===== config.mk =====
export PLATFORM = sky130hd
export DESIGN_NAME = mono_bitmap_colour_expand
export DESIGN_NICKNAME = d
export VERILOG_FILES = /design/src/rtl/mbce_pkg.sv /design/src/rtl/mono_bitmap_colour_expand.sv /design/src/rtl/mbce_front.sv /design/src/rtl/mbce_fifo.sv /design/src/rtl/mbce_back.sv
export VERILOG_INCLUDE_DIRS = /design/src /design/src/rtl
export SDC_FILE = /design/constraint.sdc
export NUM_CORES = 1
export LEC_CHECK = 0
export ABC_AREA = 0
export BUFFER_PORTS_ARGS = -buffer_cell sky130_fd_sc_hd__buf_2
export CAP_MARGIN = 20
export CORE_AREA = 4 4 211 213
export DETAILED_ROUTE_END_ITERATION = 8
export DIE_AREA = 0 0 215 217
export PLACE_DENSITY_LB_ADDON = 0.05
export SYNTH_ARGS = -nofsm -noshare
export SYNTH_HDL_FRONTEND = slang
export SYNTH_SLANG_ARGS = --single-unit

===== constraint.sdc =====
create_clock -name i_clk -period 4.9 [get_ports i_clk]
set_clock_uncertainty 0.15 [all_clocks]
set_input_delay 0.245 -clock i_clk [delete_from_list [all_inputs] [get_ports i_clk]]
set_output_delay 0.245 -clock i_clk [all_outputs]
set_load 0.01 [all_outputs]

===== src/rtl/assert_macros.svh =====
// Assertion macros shared by the colour expansion blit RTL.
// Depends on nothing; included inside module bodies that carry assertions.
`ifndef ASSERT_MACROS_SVH
`define ASSERT_MACROS_SVH

// Same-cycle implication, disabled while reset is asserted.
`define MBCE_ASSERT_IMPL(label, clk, rst_n, ante, cons) \
    label: assert property (@(posedge clk) disable iff (!(rst_n)) (ante) |-> (cons)) \
        else $error("mbce assertion failed");

// Next-cycle implication, disabled while reset is asserted.
`define MBCE_ASSERT_NEXT(label, clk, rst_n, ante, cons) \
    label: assert property (@(posedge clk) disable iff (!(rst_n)) (ante) |=> (cons)) \
        else $error("mbce assertion failed");

`endif


===== src/rtl/mbce_pkg.sv =====
// Shared types, constants and helper functions for the colour expansion blit.
// Depends on nothing; imported by every module of the block.
package mbce_pkg;

    // Widest row in source bits; the end bit is clamped below it.
    localparam int MAX_ROW_BITS   = 512;
    localparam int END_LIM        = (MAX_ROW_BITS - 1 > 511) ? 511 : MAX_ROW_BITS - 1;
    // Default depth of the job queue between front and back.
    localparam int FIFO_DEPTH_DEF = 4;
    localparam int CFG_IDX_W      = 3;

    // Configuration register indexes.
    typedef enum logic [CFG_IDX_W-1:0] {
        CFG_DEST_BASE   = 3'd0,
        CFG_DEST_STRIDE = 3'd1,
        CFG_FIRST_BIT   = 3'd2,
        CFG_END_BIT     = 3'd3,
        CFG_PIXEL_BYTES = 3'd4,
        CFG_FILL_COLOUR = 3'd5,
        CFG_ROW_COUNT   = 3'd6
    } t_cfg_idx;

    // Current configuration register contents.
    typedef struct packed {
        logic [31:0] dest_base;
        logic [31:0] dest_stride;
        logic [2:0]  first_bit;
        logic [8:0]  end_bit;
        logic [2:0]  pixel_bytes;
        logic [31:0] fill_colour;
        logic [11:0] row_count;
    } t_cfg;

    // One classified source byte handed from front to back.
    typedef struct packed {
        logic [7:0]  bits;
        logic [31:0] addr;
        logic        op_end;
    } t_job;

    // Pixel size with out-of-range codes folded onto 1 and 4.
    function automatic logic [2:0] eff_size(input logic [2:0] p);
        logic [2:0] s;
        if (p == 3'd0) begin
            s = 3'd1;
        end else if (p > 3'd4) begin
            s = 3'd4;
        end else begin
            s = p;
        end
        return s;
    endfunction

    // End bit clamped to the widest supported row.
    function automatic logic [8:0] eff_end(input logic [8:0] e);
        return (e > 9'(END_LIM)) ? 9'(END_LIM) : e;
    endfunction

    // Pixel bytes in ascending address order for the given size.
    function automatic logic [31:0] pixel_data(input logic [31:0] c, input logic [2:0] size);
        logic [31:0] d;
        case (size)
            3'd1:    d = {24'd0, c[7:0]};
            3'd2:    d = {16'd0, c[7:0], c[15:8]};
            3'd3:    d = {8'd0, c[7:0], c[15:8], c[23:16]};
            default: d = c;
        endcase
        return d;
    endfunction

endpackage


===== src/rtl/mono_bitmap_colour_expand.sv =====
// Top level of the monochrome colour expansion blit: configuration registers,
// front end, job queue and write sequencer. Depends on mbce_pkg and the submodules.
//
//  channel | direction | handshake                 | payload
//  --------+-----------+---------------------------+--------------------------------
//  input   | in        | i_in_valid / o_in_ready   | i_bitmap_byte
//  output  | out       | o_out_valid / i_out_ready | o_write_address, o_write_data,
//          |           |                           | o_write_count, o_last_of_byte,
//          |           |                           | o_operation_done
//  config  | in        | i_cfg_valid / o_cfg_ready | i_cfg_index, i_cfg_data
//
// The front end takes one source byte per clock while the job queue has room.
// The write sequencer issues one pixel write per clock unless the output stalls,
// one write for each drawn bit of a byte; the single write port sets the rate.
// A byte that draws nothing is dropped by the front end and produces no write.
// Reset is synchronous and needs no clearing pass; configuration writes are taken every cycle.
// An output stall fills the queue and then holds o_in_ready low.
module mono_bitmap_colour_expand #(
    parameter int FIFO_DEPTH = mbce_pkg::FIFO_DEPTH_DEF
) (
    input  logic                           i_clk,
    input  logic                           i_rst_n,
    input  logic                           i_in_valid,
    output logic                           o_in_ready,
    input  logic [7:0]                     i_bitmap_byte,
    output logic                           o_out_valid,
    input  logic                           i_out_ready,
    output logic [31:0]                    o_write_address,
    output logic [31:0]                    o_write_data,
    output logic [2:0]                     o_write_count,
    output logic                           o_last_of_byte,
    output logic                           o_operation_done,
    input  logic                           i_cfg_valid,
    output logic                           o_cfg_ready,
    input  logic [mbce_pkg::CFG_IDX_W-1:0] i_cfg_index,
    input  logic [31:0]                    i_cfg_data
);
    import mbce_pkg::*;

    t_cfg r_cfg;
    logic cfg_write;
    logic restart;
    logic q_full;
    logic q_empty;
    logic push;
    logic pop;
    t_job front_job;
    t_job queue_job;

    assign o_cfg_ready = 1'b1;
    assign cfg_write   = i_cfg_valid;

    // Configuration registers; any write to a listed register restarts the operation.
    always_ff @(posedge i_clk) begin
        if (!i_rst_n) begin
            r_cfg.dest_base   <= 32'd0;
            r_cfg.dest_stride <= 32'd0;
            r_cfg.first_bit   <= 3'd0;
            r_cfg.end_bit     <= 9'd7;
            r_cfg.pixel_bytes <= 3'd1;
            r_cfg.fill_colour <= 32'd0;
            r_cfg.row_count   <= 12'd1;
        end else if (cfg_write) begin
            case (t_cfg_idx'(i_cfg_index))
                CFG_DEST_BASE:   r_cfg.dest_base   <= i_cfg_data;
                CFG_DEST_STRIDE: r_cfg.dest_stride <= i_cfg_data;
                CFG_FIRST_BIT:   r_cfg.first_bit   <= i_cfg_data[2:0];
                CFG_END_BIT:     r_cfg.end_bit     <= i_cfg_data[8:0];
                CFG_PIXEL_BYTES: r_cfg.pixel_bytes <= i_cfg_data[2:0];
                CFG_FILL_COLOUR: r_cfg.fill_colour <= i_cfg_data;
                CFG_ROW_COUNT:   r_cfg.row_count   <= i_cfg_data[11:0];
                default: ;
            endcase
        end
    end

    // Restart request for the front end on a write to a listed register.
    always_comb begin
        restart = 1'b0;
        if (cfg_write) begin
            case (t_cfg_idx'(i_cfg_index))
                CFG_DEST_BASE, CFG_DEST_STRIDE, CFG_FIRST_BIT, CFG_END_BIT,
                CFG_PIXEL_BYTES, CFG_FILL_COLOUR, CFG_ROW_COUNT: restart = 1'b1;
                default: restart = 1'b0;
            endcase
        end
    end

    mbce_front u_front (
        .i_clk         (i_clk),
        .i_rst_n       (i_rst_n),
        .i_cfg         (r_cfg),
        .i_restart     (restart),
        .i_in_valid    (i_in_valid),
        .o_in_ready    (o_in_ready),
        .i_bitmap_byte (i_bitmap_byte),
        .i_q_full      (q_full),
        .o_push        (push),
        .o_job         (front_job)
    );

    mbce_fifo #(
        .DEPTH (FIFO_DEPTH)
    ) u_fifo (
        .i_clk   (i_clk),
        .i_rst_n (i_rst_n),
        .i_push  (push),
        .i_job   (front_job),
        .o_full  (q_full),
        .i_pop   (pop),
        .o_empty (q_empty),
        .o_job   (queue_job)
    );

    mbce_back u_back (
        .i_clk            (i_clk),
        .i_rst_n          (i_rst_n),
        .i_cfg            (r_cfg),
        .i_q_empty        (q_empty),
        .i_job            (queue_job),
        .o_pop            (pop),
        .o_out_valid      (o_out_valid),
        .i_out_ready      (i_out_ready),
        .o_write_address  (o_write_address),
        .o_write_data     (o_write_data),
        .o_write_count    (o_write_count),
        .o_last_of_byte   (o_last_of_byte),
        .o_operation_done (o_operation_done)
    );

endmodule


===== src/rtl/mbce_front.sv =====
// Front end: accepts source bytes, masks row edges and tracks row position.
// Depends on mbce_pkg; feeds classified bytes into the job queue.
module mbce_front (
    input  logic           i_clk,
    input  logic           i_rst_n,
    input  mbce_pkg::t_cfg i_cfg,
    input  logic           i_restart,
    input  logic           i_in_valid,
    output logic           o_in_ready,
    input  logic [7:0]     i_bitmap_byte,
    input  logic           i_q_full,
    output logic           o_push,
    output mbce_pkg::t_job o_job
);
    import mbce_pkg::*;

    logic        r_fresh;
    logic [5:0]  r_bir;
    logic [11:0] r_rows_done;
    logic [31:0] r_row_start;
    logic [31:0] r_byte_addr;

    logic [8:0]  end_eff;
    logic [5:0]  last_byte;
    logic [2:0]  size;
    logic [11:0] rows;
    logic        bir_wrap;
    logic [5:0]  bir;
    logic [31:0] row_start_cur;
    logic [31:0] addr_cur;
    logic [7:0]  mask_first;
    logic [7:0]  mask_last;
    logic [7:0]  bits;
    logic        row_end;
    logic        op_end;
    logic        accept;

    // Row geometry and edge masks for the byte on the input.
    always_comb begin
        end_eff       = eff_end(i_cfg.end_bit);
        last_byte     = end_eff[8:3];
        size          = eff_size(i_cfg.pixel_bytes);
        rows          = (i_cfg.row_count == 12'd0) ? 12'd1 : i_cfg.row_count;
        bir_wrap      = r_bir > last_byte;
        bir           = bir_wrap ? 6'd0 : r_bir;
        row_start_cur = r_fresh ? i_cfg.dest_base : r_row_start;
        addr_cur      = (r_fresh || bir_wrap) ? row_start_cur : r_byte_addr;
        mask_first    = (bir == 6'd0) ? (8'hFF >> i_cfg.first_bit) : 8'hFF;
        mask_last     = (bir == last_byte) ? 8'(16'hFF00 >> end_eff[2:0]) : 8'hFF;
        bits          = i_bitmap_byte & mask_first & mask_last;
        row_end       = bir == last_byte;
        op_end        = row_end && (({1'b0, r_rows_done} + 13'd1) >= {1'b0, rows});
    end

    // Handshake and queue push; bytes with nothing to draw are dropped here.
    assign o_in_ready   = !i_q_full;
    assign accept       = i_in_valid && !i_q_full;
    assign o_push       = accept && (bits != 8'd0);
    assign o_job.bits   = bits;
    assign o_job.addr   = addr_cur;
    assign o_job.op_end = op_end;

    // Row position control state.
    always_ff @(posedge i_clk) begin
        if (!i_rst_n || i_restart) begin
            r_fresh     <= 1'b1;
            r_bir       <= 6'd0;
            r_rows_done <= 12'd0;
        end else if (accept) begin
            if (row_end) begin
                r_bir <= 6'd0;
                if (op_end) begin
                    r_fresh     <= 1'b1;
                    r_rows_done <= 12'd0;
                end else begin
                    r_fresh     <= 1'b0;
                    r_rows_done <= r_rows_done + 12'd1;
                end
            end else begin
                r_fresh <= 1'b0;
                r_bir   <= bir + 6'd1;
            end
        end
    end

    // Destination addresses of the current row and the next byte.
    always_ff @(posedge i_clk) begin
        if (accept) begin
            if (row_end) begin
                r_row_start <= row_start_cur + i_cfg.dest_stride;
                r_byte_addr <= row_start_cur + i_cfg.dest_stride;
            end else begin
                r_row_start <= row_start_cur;
                r_byte_addr <= addr_cur + 32'({size, 3'b000});
            end
        end
    end

endmodule


===== src/rtl/mbce_fifo.sv =====
// Short job queue between the front end and the write sequencer.
// Depends on mbce_pkg for the job type.
module mbce_fifo #(
    parameter int DEPTH = mbce_pkg::FIFO_DEPTH_DEF
) (
    input  logic           i_clk,
    input  logic           i_rst_n,
    input  logic           i_push,
    input  mbce_pkg::t_job i_job,
    output logic           o_full,
    input  logic           i_pop,
    output logic           o_empty,
    output mbce_pkg::t_job o_job
);
    import mbce_pkg::*;

    `include "assert_macros.svh"

    localparam int PW = (DEPTH > 1) ? $clog2(DEPTH) : 1;
    localparam int CW = $clog2(DEPTH + 1);

    t_job          r_mem [DEPTH];
    logic [PW-1:0] r_wr_ptr;
    logic [PW-1:0] r_rd_ptr;
    logic [CW-1:0] r_count;

    assign o_full  = r_count == CW'(DEPTH);
    assign o_empty = r_count == '0;
    assign o_job   = r_mem[r_rd_ptr];

    // Storage write.
    always_ff @(posedge i_clk) begin
        if (i_push) begin
            r_mem[r_wr_ptr] <= i_job;
        end
    end

    // Pointers and fill count.
    always_ff @(posedge i_clk) begin
        if (!i_rst_n) begin
            r_wr_ptr <= '0;
            r_rd_ptr <= '0;
            r_count  <= '0;
        end else begin
            if (i_push) begin
                r_wr_ptr <= (r_wr_ptr == PW'(DEPTH - 1)) ? '0 : r_wr_ptr + PW'(1);
            end
            if (i_pop) begin
                r_rd_ptr <= (r_rd_ptr == PW'(DEPTH - 1)) ? '0 : r_rd_ptr + PW'(1);
            end
            if (i_push && !i_pop) begin
                r_count <= r_count + CW'(1);
            end else if (i_pop && !i_push) begin
                r_count <= r_count - CW'(1);
            end
        end
    end

    `MBCE_ASSERT_IMPL(a_no_overflow, i_clk, i_rst_n, o_full, !i_push)
    `MBCE_ASSERT_IMPL(a_no_underflow, i_clk, i_rst_n, o_empty, !i_pop)

endmodule


===== src/rtl/mbce_back.sv =====
// Back end: expands one queued byte into pixel writes, one per unstalled clock.
// Depends on mbce_pkg; drives the registered output channel.
module mbce_back (
    input  logic           i_clk,
    input  logic           i_rst_n,
    input  mbce_pkg::t_cfg i_cfg,
    input  logic           i_q_empty,
    input  mbce_pkg::t_job i_job,
    output logic           o_pop,
    output logic           o_out_valid,
    input  logic           i_out_ready,
    output logic [31:0]    o_write_address,
    output logic [31:0]    o_write_data,
    output logic [2:0]     o_write_count,
    output logic           o_last_of_byte,
    output logic           o_operation_done
);
    import mbce_pkg::*;

    `include "assert_macros.svh"

    logic        r_busy;
    logic [7:0]  r_bits;
    logic [31:0] r_base;
    logic        r_op;
    logic        r_out_valid;
    logic [31:0] r_addr;
    logic [31:0] r_data;
    logic [2:0]  r_count;
    logic        r_last;
    logic        r_done;

    logic [2:0]  size;
    logic [2:0]  x;
    logic        found;
    logic [7:0]  bits_left;
    logic        out_free;
    logic        issue;
    logic        finish;
    logic [5:0]  offset;

    // Pick the leftmost remaining pixel and its address.
    always_comb begin
        size  = eff_size(i_cfg.pixel_bytes);
        x     = 3'd0;
        found = 1'b0;
        for (int i = 0; i < 8; i++) begin
            if (!found && r_bits[7 - i]) begin
                x     = 3'(i);
                found = 1'b1;
            end
        end
        bits_left = r_bits & ~(8'h80 >> x);
        offset    = 6'(x) * 6'(size);
        out_free  = !r_out_valid || i_out_ready;
        issue     = r_busy && out_free;
        finish    = issue && (bits_left == 8'd0);
    end

    assign o_pop = !i_q_empty && (!r_busy || finish);

    // Job register: load from the queue, then clear one bit per write.
    always_ff @(posedge i_clk) begin
        if (!i_rst_n) begin
            r_busy <= 1'b0;
        end else if (o_pop) begin
            r_busy <= 1'b1;
        end else if (finish) begin
            r_busy <= 1'b0;
        end
    end

    always_ff @(posedge i_clk) begin
        if (o_pop) begin
            r_bits <= i_job.bits;
            r_base <= i_job.addr;
            r_op   <= i_job.op_end;
        end else if (issue) begin
            r_bits <= bits_left;
        end
    end

    // Output register holding one write transaction.
    always_ff @(posedge i_clk) begin
        if (!i_rst_n) begin
            r_out_valid <= 1'b0;
        end else if (issue) begin
            r_out_valid <= 1'b1;
        end else if (i_out_ready) begin
            r_out_valid <= 1'b0;
        end
    end

    always_ff @(posedge i_clk) begin
        if (issue) begin
            r_addr  <= r_base + 32'(offset);
            r_data  <= pixel_data(i_cfg.fill_colour, size);
            r_count <= size;
            r_last  <= bits_left == 8'd0;
            r_done  <= r_op;
        end
    end

    assign o_out_valid      = r_out_valid;
    assign o_write_address  = r_addr;
    assign o_write_data     = r_data;
    assign o_write_count    = r_count;
    assign o_last_of_byte   = r_last;
    assign o_operation_done = r_done;

    `MBCE_ASSERT_IMPL(a_busy_has_bits, i_clk, i_rst_n, r_busy, r_bits != 8'd0)
    `MBCE_ASSERT_NEXT(a_issue_shows, i_clk, i_rst_n, issue, r_out_valid)

endmodule


==> results.md, run 1 <==
- Distinct cell type count after synthesis: 78
- Internal power: 9100 uW
- Worst slack at placement: 0.0674 ns
- Final Util: 0.639
- GRT Residual Overflow: 0
- Max-slew violation count: 0
- Largest net degree at the start of global routing: 93
- Crit path launch type: flip-flop
- Avg Synthesized Cell Area: 11.2 um^2
- CP required: 5.08 ns
- CORE AREA: 42700 um^2
- Clock power frac: 0.331
- Via Count: 16353
- CTS H-tree depth: 2
- Rel. slew slack: 0.360
- Gate power share: 0.210
- Critical path's slowest cell: fa_1
- Fraction of layout cells with a size suffix above 1: 0.157
- Fmax: 0.215 GHz
- Seq/Total Area, Yosys: 0.557
- CTS buffer count: 52
- Crit-path cells: nor4_4 -> nand2_2 -> o31ai_4 -> nand2_1 -> fa_1 -> fa_1 -> inv_1 -> fa_1 -> a21o_1 -> a21oi_2 -> inv_1 -> a21oi_1 -> buf_4 -> nor2_1 -> and3_4 -> nor2b_1 -> nand4_1 -> xnor2_1
- GP Congestion: 0.880
- Slew @ Worst Pin: 0.959 ns
- Max Cap Viol: 0
- Initial DRC Count: 1285
- Synth area leaders: edfxtp_1 (43%), dfxtp_1 (13%), nand2_1 (6.0%)
- Initial Utilization: 0.555
- Die Width: 215 um
- Fill count: 3371
- Ant diodes: 0
- Crit-path max FO: 5
- Final Cycle Share: 0.950
- Synth Flop Type: edfxtp_1
- Hold endpoint: u_fifo.r_mem[3][34]
- YS warnings: 0
- Switch Pwr: 3550 uW
- Post-synth top area cell: edfxtp_1
- Final worst slack: 0.247 ns
- Share of power burned in registers: 0.459
- CP Capture Type: flip-flop
- Class of the worst hold path: primary input to flip-flop
- Min Tclk post-route: 4.65 ns
- Netlist Area Pre-Place: 23700 um^2
- # IOs: 120
- Syn nets: 2237
- # port buffers: 118
- Final setup TNS: 0 ns
- Hold Path Depth: 3
- Vias in the first global route: 15725
- Skew-Pair Late Insertion Delay: 0.59 ns
- Post-synth top cells: nand2_1 (376), edfxtp_1 (338), dfxtp_1 (153), a21boi_0 (121), o21ai_0 (101)
- Outcome: finished clean
- Crit path DAT: 4.83 ns
- Die Y: 217 um
- DRC: 0
- Worst Setup Path Type: flip-flop to flip-flop
- Final ANT Viol Nets: 0
- Max clock buf depth: 3
- Critical path's top delay family: adder cells
- Sw frac: 0.280
- Vias/cell: 5.71
- Die ar.: 46700 um^2
- Power Dens Cells: 463 nW/um^2
- Hold Vio Cnt, Final: 0
- CTS tree: done
- Critical path origin: u_back.r_bits[6]
- Worst reg2reg startpoint: u_back.r_bits[6]
- Worst Hold Launch: i_bitmap_byte[1]
- Clock sinks: 491
- Leakage: 0.0106 uW
- Synthesis-stage register bit count: 491
- Antenna violations before repair: 0
- Dpl hpwl: 37.6 mm
- Crit-path most repeated cell: fa_1
- All-Layer GR Usage: 0.235
- Final net count: 2402
- Clk root buf: clkbuf_16
- Number of synthesized flops with an enable pin: 338
- Synth Instances: 2111
- Core Rows: 76
- Slowest stage delay, CP: 0.53 ns
- R2R Setup Slk: 0.25 ns
- Top-count cell post-synth: nand2_1
- First-pass GRT wire length: 87.3 mm
- Reg2reg end: u_back.o_write_address[31]
- Reg2Reg Depth: 18
- Area added between synthesis and finish: 15.2%
- Final WL: 55.1 mm
- Drt wl/cell: 19.2 um
- Reg clk slew, reported paths: 0.06 ns
- Worst ir drop on vdd: 286 uV
- Yosys top cell area share: 0.428
- Final setup fails: 0
- Initial DRT Pass Iterations: 5
- Ys async rst share: 0
- Pwr Total: 12600 uW
- CP Buf/Inv Count: 3
tightest hold or removal path, cell delays in order:
cell,delay [ns]
buf_2,0.12
o21ai_0,0.12
a21oi_1,0.10
final cells by class:
class                      instances  area [um^2]  area share
inverter                          87          327      0.0120
multi-input combinational       1431         9800       0.359
timing repair buffer             213         1430      0.0523
sequential                       491        13200       0.484
clock buffer                      72         1460      0.0533
tap                              546          683      0.0250
clock inverter                    25          389      0.0143
through the flow:
stage                     cells  hold WS [ns]  cell area, um^2
after floorplan            2111         0.217            23700
after global placement     2715         0.301            24900
after detailed placement   2715         0.311            24900
after CTS                  2856        0.0177            27200
after global routing       2865        0.0774            27300
final                      2865        0.0514            27300
cells in the final DEF, fill, tap and decap left out, types with 18 or more instances in the layout:
cell and instances:
a21boi_0 120, a21oi_1 94, and2_1 18, and3_1 26
buf_2 117, buf_4 51, clkbuf_16 52, dfxtp_1 151
dlygate4sd3_1 44, edfxtp_1 338, ha_1 70, inv_1 86
mux2i_1 53, mux4_2 41, nand2_1 375, nand3_1 53
nand4_1 23, nor2_1 88, nor2b_1 21, nor3_1 18
o21ai_0 101, xnor2_1 62, xor2_1 38
state kept, by name, summed over array words and instances (netlist names), 8 cells and up, named ones only:
signal,count
u_back.o_write_address,32
u_front.r_row_start,32
u_fifo.r_mem,164
u_back.r_bits,8
r_cfg,123
u_back.o_write_data,32
u_front.r_rows_done,12
u_front.r_byte_addr,32
u_back.r_base,32
kinds of logic after synthesis:
logic type | after synthesis | share of synthesized area
adders and majority gates | 79 | 0.0441
xor gates and xnor gates | 100 | 0.0369
other | 1 | 0.000158
AOI/OAI and AO/OA | 445 | 0.126
DFF | 491 | 0.557
buffers and inverters | 189 | 0.0328
and+or+nand+nor | 697 | 0.135
muxes | 109 | 0.0684
worst max path at each step:
stage | depth (start not counted) | end | slack (ns)
after floorplan | 17 | u_back.o_write_address[31] | 0.27
after global placement | 18 | u_back.o_write_address[31] | 0.13
after detailed placement | 18 | u_back.o_write_address[31] | 0.07
after CTS | 18 | u_back.o_write_address[31] | 0.03
after global routing | 18 | u_back.o_write_address[31] | -0.02
final | 18 | u_back.o_write_address[31] | 0.25
layer usage:
| metal | wire, um | track usage | up-vias |
|---|---|---|---|
| met2 | 24800 | 0.368 | 442 |
| met5 | 0 | 0 | - |
| li1 | - | - | 7944 |
| met1 | 25900 | 0.347 | 7888 |
| met3 | 2980 | 0.0325 | 79 |
| met4 | 1480 | 0.0651 | 0 |
power by group through the flow:
stage / registers [uW] / logic [uW] / clock network, uW
3_3_place_gp: 5870 / 2540 / 0
3_5_place_dp: 5890 / 2580 / 0
6_report: 5800 / 2660 / 4190
2_1_floorplan: 5850 / 1800 / 0
4_1_cts: 5810 / 2630 / 4290
5_1_grt: 5890 / 2940 / 4460
timing repair:
item / in CTS / in global routing
hold endpoints to repair: 142 / 0
hold buffers: 44 / 0
buffers inserted: 0 / 9
endpoints found under the setup margin: 0 / 7
resized for setup: 0 / 9
Power figures use the tool's default switching activity.
==> run 2, diff against run 1 <==
--- a/config.mk
+++ b/config.mk
@@ -9,9 +9,10 @@
 export ABC_AREA = 0
 export BUFFER_PORTS_ARGS = -buffer_cell sky130_fd_sc_hd__buf_2
 export CAP_MARGIN = 20
-export CORE_AREA = 4 4 211 213
+export CORE_AREA = 4 4 204 206
 export DETAILED_ROUTE_END_ITERATION = 8
-export DIE_AREA = 0 0 215 217
+export DIE_AREA = 0 0 208 210
+export MAX_ROUTING_LAYER = met4
 export PLACE_DENSITY_LB_ADDON = 0.05
 export SYNTH_ARGS = -nofsm -noshare
 export SYNTH_HDL_FRONTEND = slang
==> constraint.sdc (replaced) <==
create_clock -name i_clk -period 5.67 [get_ports i_clk]
set_clock_uncertainty 0.15 [all_clocks]
set_input_delay 0.2835 -clock i_clk [delete_from_list [all_inputs] [get_ports i_clk]]
set_output_delay 0.2835 -clock i_clk [all_outputs]
set_load 0.01 [all_outputs]
==> run 2 against run 1 <==
Critical path depth is 1 lower; global-route usage is 2.0 points higher; power is 16% lower; count of clock-buffer cells in the layout is 1 lower; wire length is 1.3% lower; clock power is 18% lower; die area is 6.4% lower; largest power group unchanged.
==> results.md, run 2 (same netlist as run 1, synthesis figures left out) <==
- Placed insts: 2678 (-1.4%)
- Crit-path cells: nor4_2 -> nand2_1 -> o31ai_4 -> nand2_1 -> fa_1 -> fa_1 -> inv_1 -> fa_1 -> a21o_1 -> a21oi_1 -> inv_1 -> a21oi_2 -> nor2_1 -> and3_1 -> nor2b_1 -> nand4_1 -> xnor2_1
- Final setup TNS: 0 ns (unchanged)
- CP required: 5.86 ns (+0.78 ns)
- Max clock buf depth: 3 (unchanged)
- Worst ir drop on vdd: 237 uV (-17%)
- Final Cycle Share: 0.902 (-0.0480)
- Slew @ Worst Pin: 1.11 ns (+0.155 ns)
- Reg clk slew, reported paths: 0.06 ns (about the same)
- Crit path launch type: flip-flop
- Max reg flops: 164 (unchanged)
- CTS buffer count: 50 (-3.8%)
- Via Count: 16462 (+0.67%)
- Skew-Pair Late Insertion Delay: 0.59 ns (about the same)
- Clk root buf: clkbuf_16
- Layout Cells excl Fill: 2810 (-1.9%)
- Rel. slew slack: 0.255 (-0.105)
- Top reg by flops: u_fifo.r_mem
- CP Capture Type: flip-flop
- All-Layer GR Usage: 0.254 (+0.0197)
- Share of power burned in registers: 0.466 (+0.007)
- Antenna violations before repair: 0 (unchanged)
- Most frequent cells in the layout: nand2_1 (376), edfxtp_1 (338), dfxtp_1 (151), a21boi_0 (121), buf_2 (117)
- Fraction of layout cells with a size suffix above 1: 0.141 (-0.0152)
- Hold Path Depth: 4 (+1)
- Drt wl/cell: 19.4 um (+0.61%)
- Internal power: 7670 uW (-16%)
- Crit-path most repeated cell: fa_1
- Max Cap Viol: 0 (unchanged)
- Initial DRC Count: 1339 (+4.2%)
- Reg2Reg Depth: 17 (-1)
- Critical path's slowest cell: fa_1
- GRT Residual Overflow: 0 (unchanged)
- Hold Vio Cnt, Final: 0 (unchanged)
- Pwr Total: 10700 uW (-16%)
- # IOs: 120 (unchanged)
- Slowest stage delay, CP: 0.53 ns (about the same)
- CTS tree: done
- Die ar.: 43700 um^2 (-6.4%)
- Vias in the first global route: 15773 (+0.31%)
- Power Dens Cells: 396 nW/um^2 (-14%)
- # port buffers: 118 (unchanged)
- Die Width: 208 um (-3.3%)
- Switch Pwr: 3010 uW (-15%)
- Leakage: 0.0104 uW (-1.9%)
- Die Y: 210 um (-3.2%)
- CORE AREA: 39600 um^2 (-7.2%)
- Gate power share: 0.213 (+0.003)
- Core Rows: 73 (-3.9%)
- GP Congestion: 0.919 (+4.4%)
- Min Tclk post-route: 5.11 ns (+0.459 ns)
- Final ANT Viol Nets: 0 (unchanged)
- Dpl hpwl: 37.6 mm (about the same)
- Max-slew violation count: 0 (unchanged)
- Area added between synthesis and finish: 13.5%
- First-pass GRT wire length: 86.7 mm (-0.71%)
- Largest net degree at the start of global routing: 83 (-11%)
- Biggest registers after layout: u_fifo.r_mem x164, r_cfg x123
- Vias/cell: 5.86 (+2.6%)
- Initial DRT Pass Iterations: 5 (unchanged)
- Final net count: 2372 (-1.2%)
- Clock sinks: 491 (unchanged)
- Most common cell after layout, fill and taps aside: nand2_1
- Worst Setup Path Type: flip-flop to flip-flop
- DRC: 0 (unchanged)
- CTS H-tree depth: 2 (unchanged)
- Fmax: 0.196 GHz (-9.0%)
- Outcome: finished clean
- Crit-path max FO: 6 (+1)
- RSZ-0062 raised after global routing: false
- Ant diodes: 0 (unchanged)
- Sw frac: 0.282 (+0.00140)
- Clock power frac: 0.321 (-0.010)
- Final WL: 54.4 mm (-1.3%)
- Crit path DAT: 5.30 ns (+0.47 ns)
- Final setup fails: 0 (unchanged)
- Initial Utilization: 0.598 (+0.0428)
- Class of the worst hold path: primary input to flip-flop
- Fill count: 2973 (-12%)
==> run 2: cell types whose count changed in the layout (fill, tap and decap cells not counted), sizes merged <==
| cell | change |
|---|---|
| inv | -1 |
| buf | -25 |
| clkbuf | -1 |
| clkinv | -3 |
| dlygate4sd3 | -3 |
| clkinvlp | +1 |
| bufinv | -2 |
==> run 2: final cells by class <==
| type | instances | area [um^2] | share of cell area |
|---|---|---|---|
| Inverter | 87 | 327 | 0.0121 |
| Sequential cell | 491 | 13200 | 0.491 |
| Multi-Input combinational cell | 1431 | 9760 | 0.363 |
| Tap cell | 525 | 657 | 0.0244 |
| Clock inverter | 20 | 300 | 0.0112 |
| Timing Repair Buffer | 185 | 1240 | 0.0459 |
| Clock buffer | 71 | 1420 | 0.0528 |
==> run 2: worst max-delay path: cells and delay by family (launching register included) <==
kind | cells | cell delay [ns]
buffers and inverters | 2 | 0.16
DFF | 1 | 0.47
AOI/OAI and AO/OA | 4 | 1.04
and+or+nand+nor | 7 | 1.47
xor gates and xnor gates | 1 | 0.07
adders and majority gates | 3 | 1.50
==> run 2: final timing paths <==
check | endpoint | start | slack (ns)
setup / recovery | u_back.o_write_address[31] | u_back.r_bits[7] | 0.56
hold / removal | u_front.r_fresh | i_cfg_index[0] | 0.04
setup reg to reg | u_back.o_write_address[31] | u_back.r_bits[7] | 0.56
hold reg to reg | u_back.o_operation_done | u_back.r_op | 0.28
==> run 2: per-layer routing <==
metal	track usage	part of all wire	wire [um]
met5	-	0	0
met1	0.361	0.45	24400
met3	0.0324	0.060	3280
met2	0.388	0.46	25100
met4	0.0840	0.031	1690
==> run 2: stage by stage <==
stage          setup WS [ns]  hold slack, ns   util  area, um^2
2_1_floorplan           1.04           0.250      -       23700
3_3_place_gp           0.640           0.269  0.625       24800
3_5_place_dp           0.427           0.272  0.625       24800
4_1_cts                0.389         0.00514  0.679       26900
5_1_grt                0.120          0.0532  0.679       26900
6_report               0.558          0.0378  0.679       26900
==> run 2: power groups by stage <==
| stage | clock [uW] | combinational [uW] | sequential [uW] |
|---|---|---|---|
| after global placement | 0 | 2200 | 5020 |
| after CTS | 3490 | 2300 | 4980 |
| after global routing | 3630 | 2500 | 5050 |
| after detailed placement | 0 | 2260 | 5050 |
| final | 3420 | 2270 | 4980 |
| after floorplan | 0 | 1560 | 5050 |
==> run 2: what timing repair did <==
action                                  in CTS  in global routing
endpoints found under the setup margin       0                  3
buffers inserted                             0                  0
hold buffers                                41                  0
endpoints found under the hold margin      142                  0
resized for setup                            0                  1
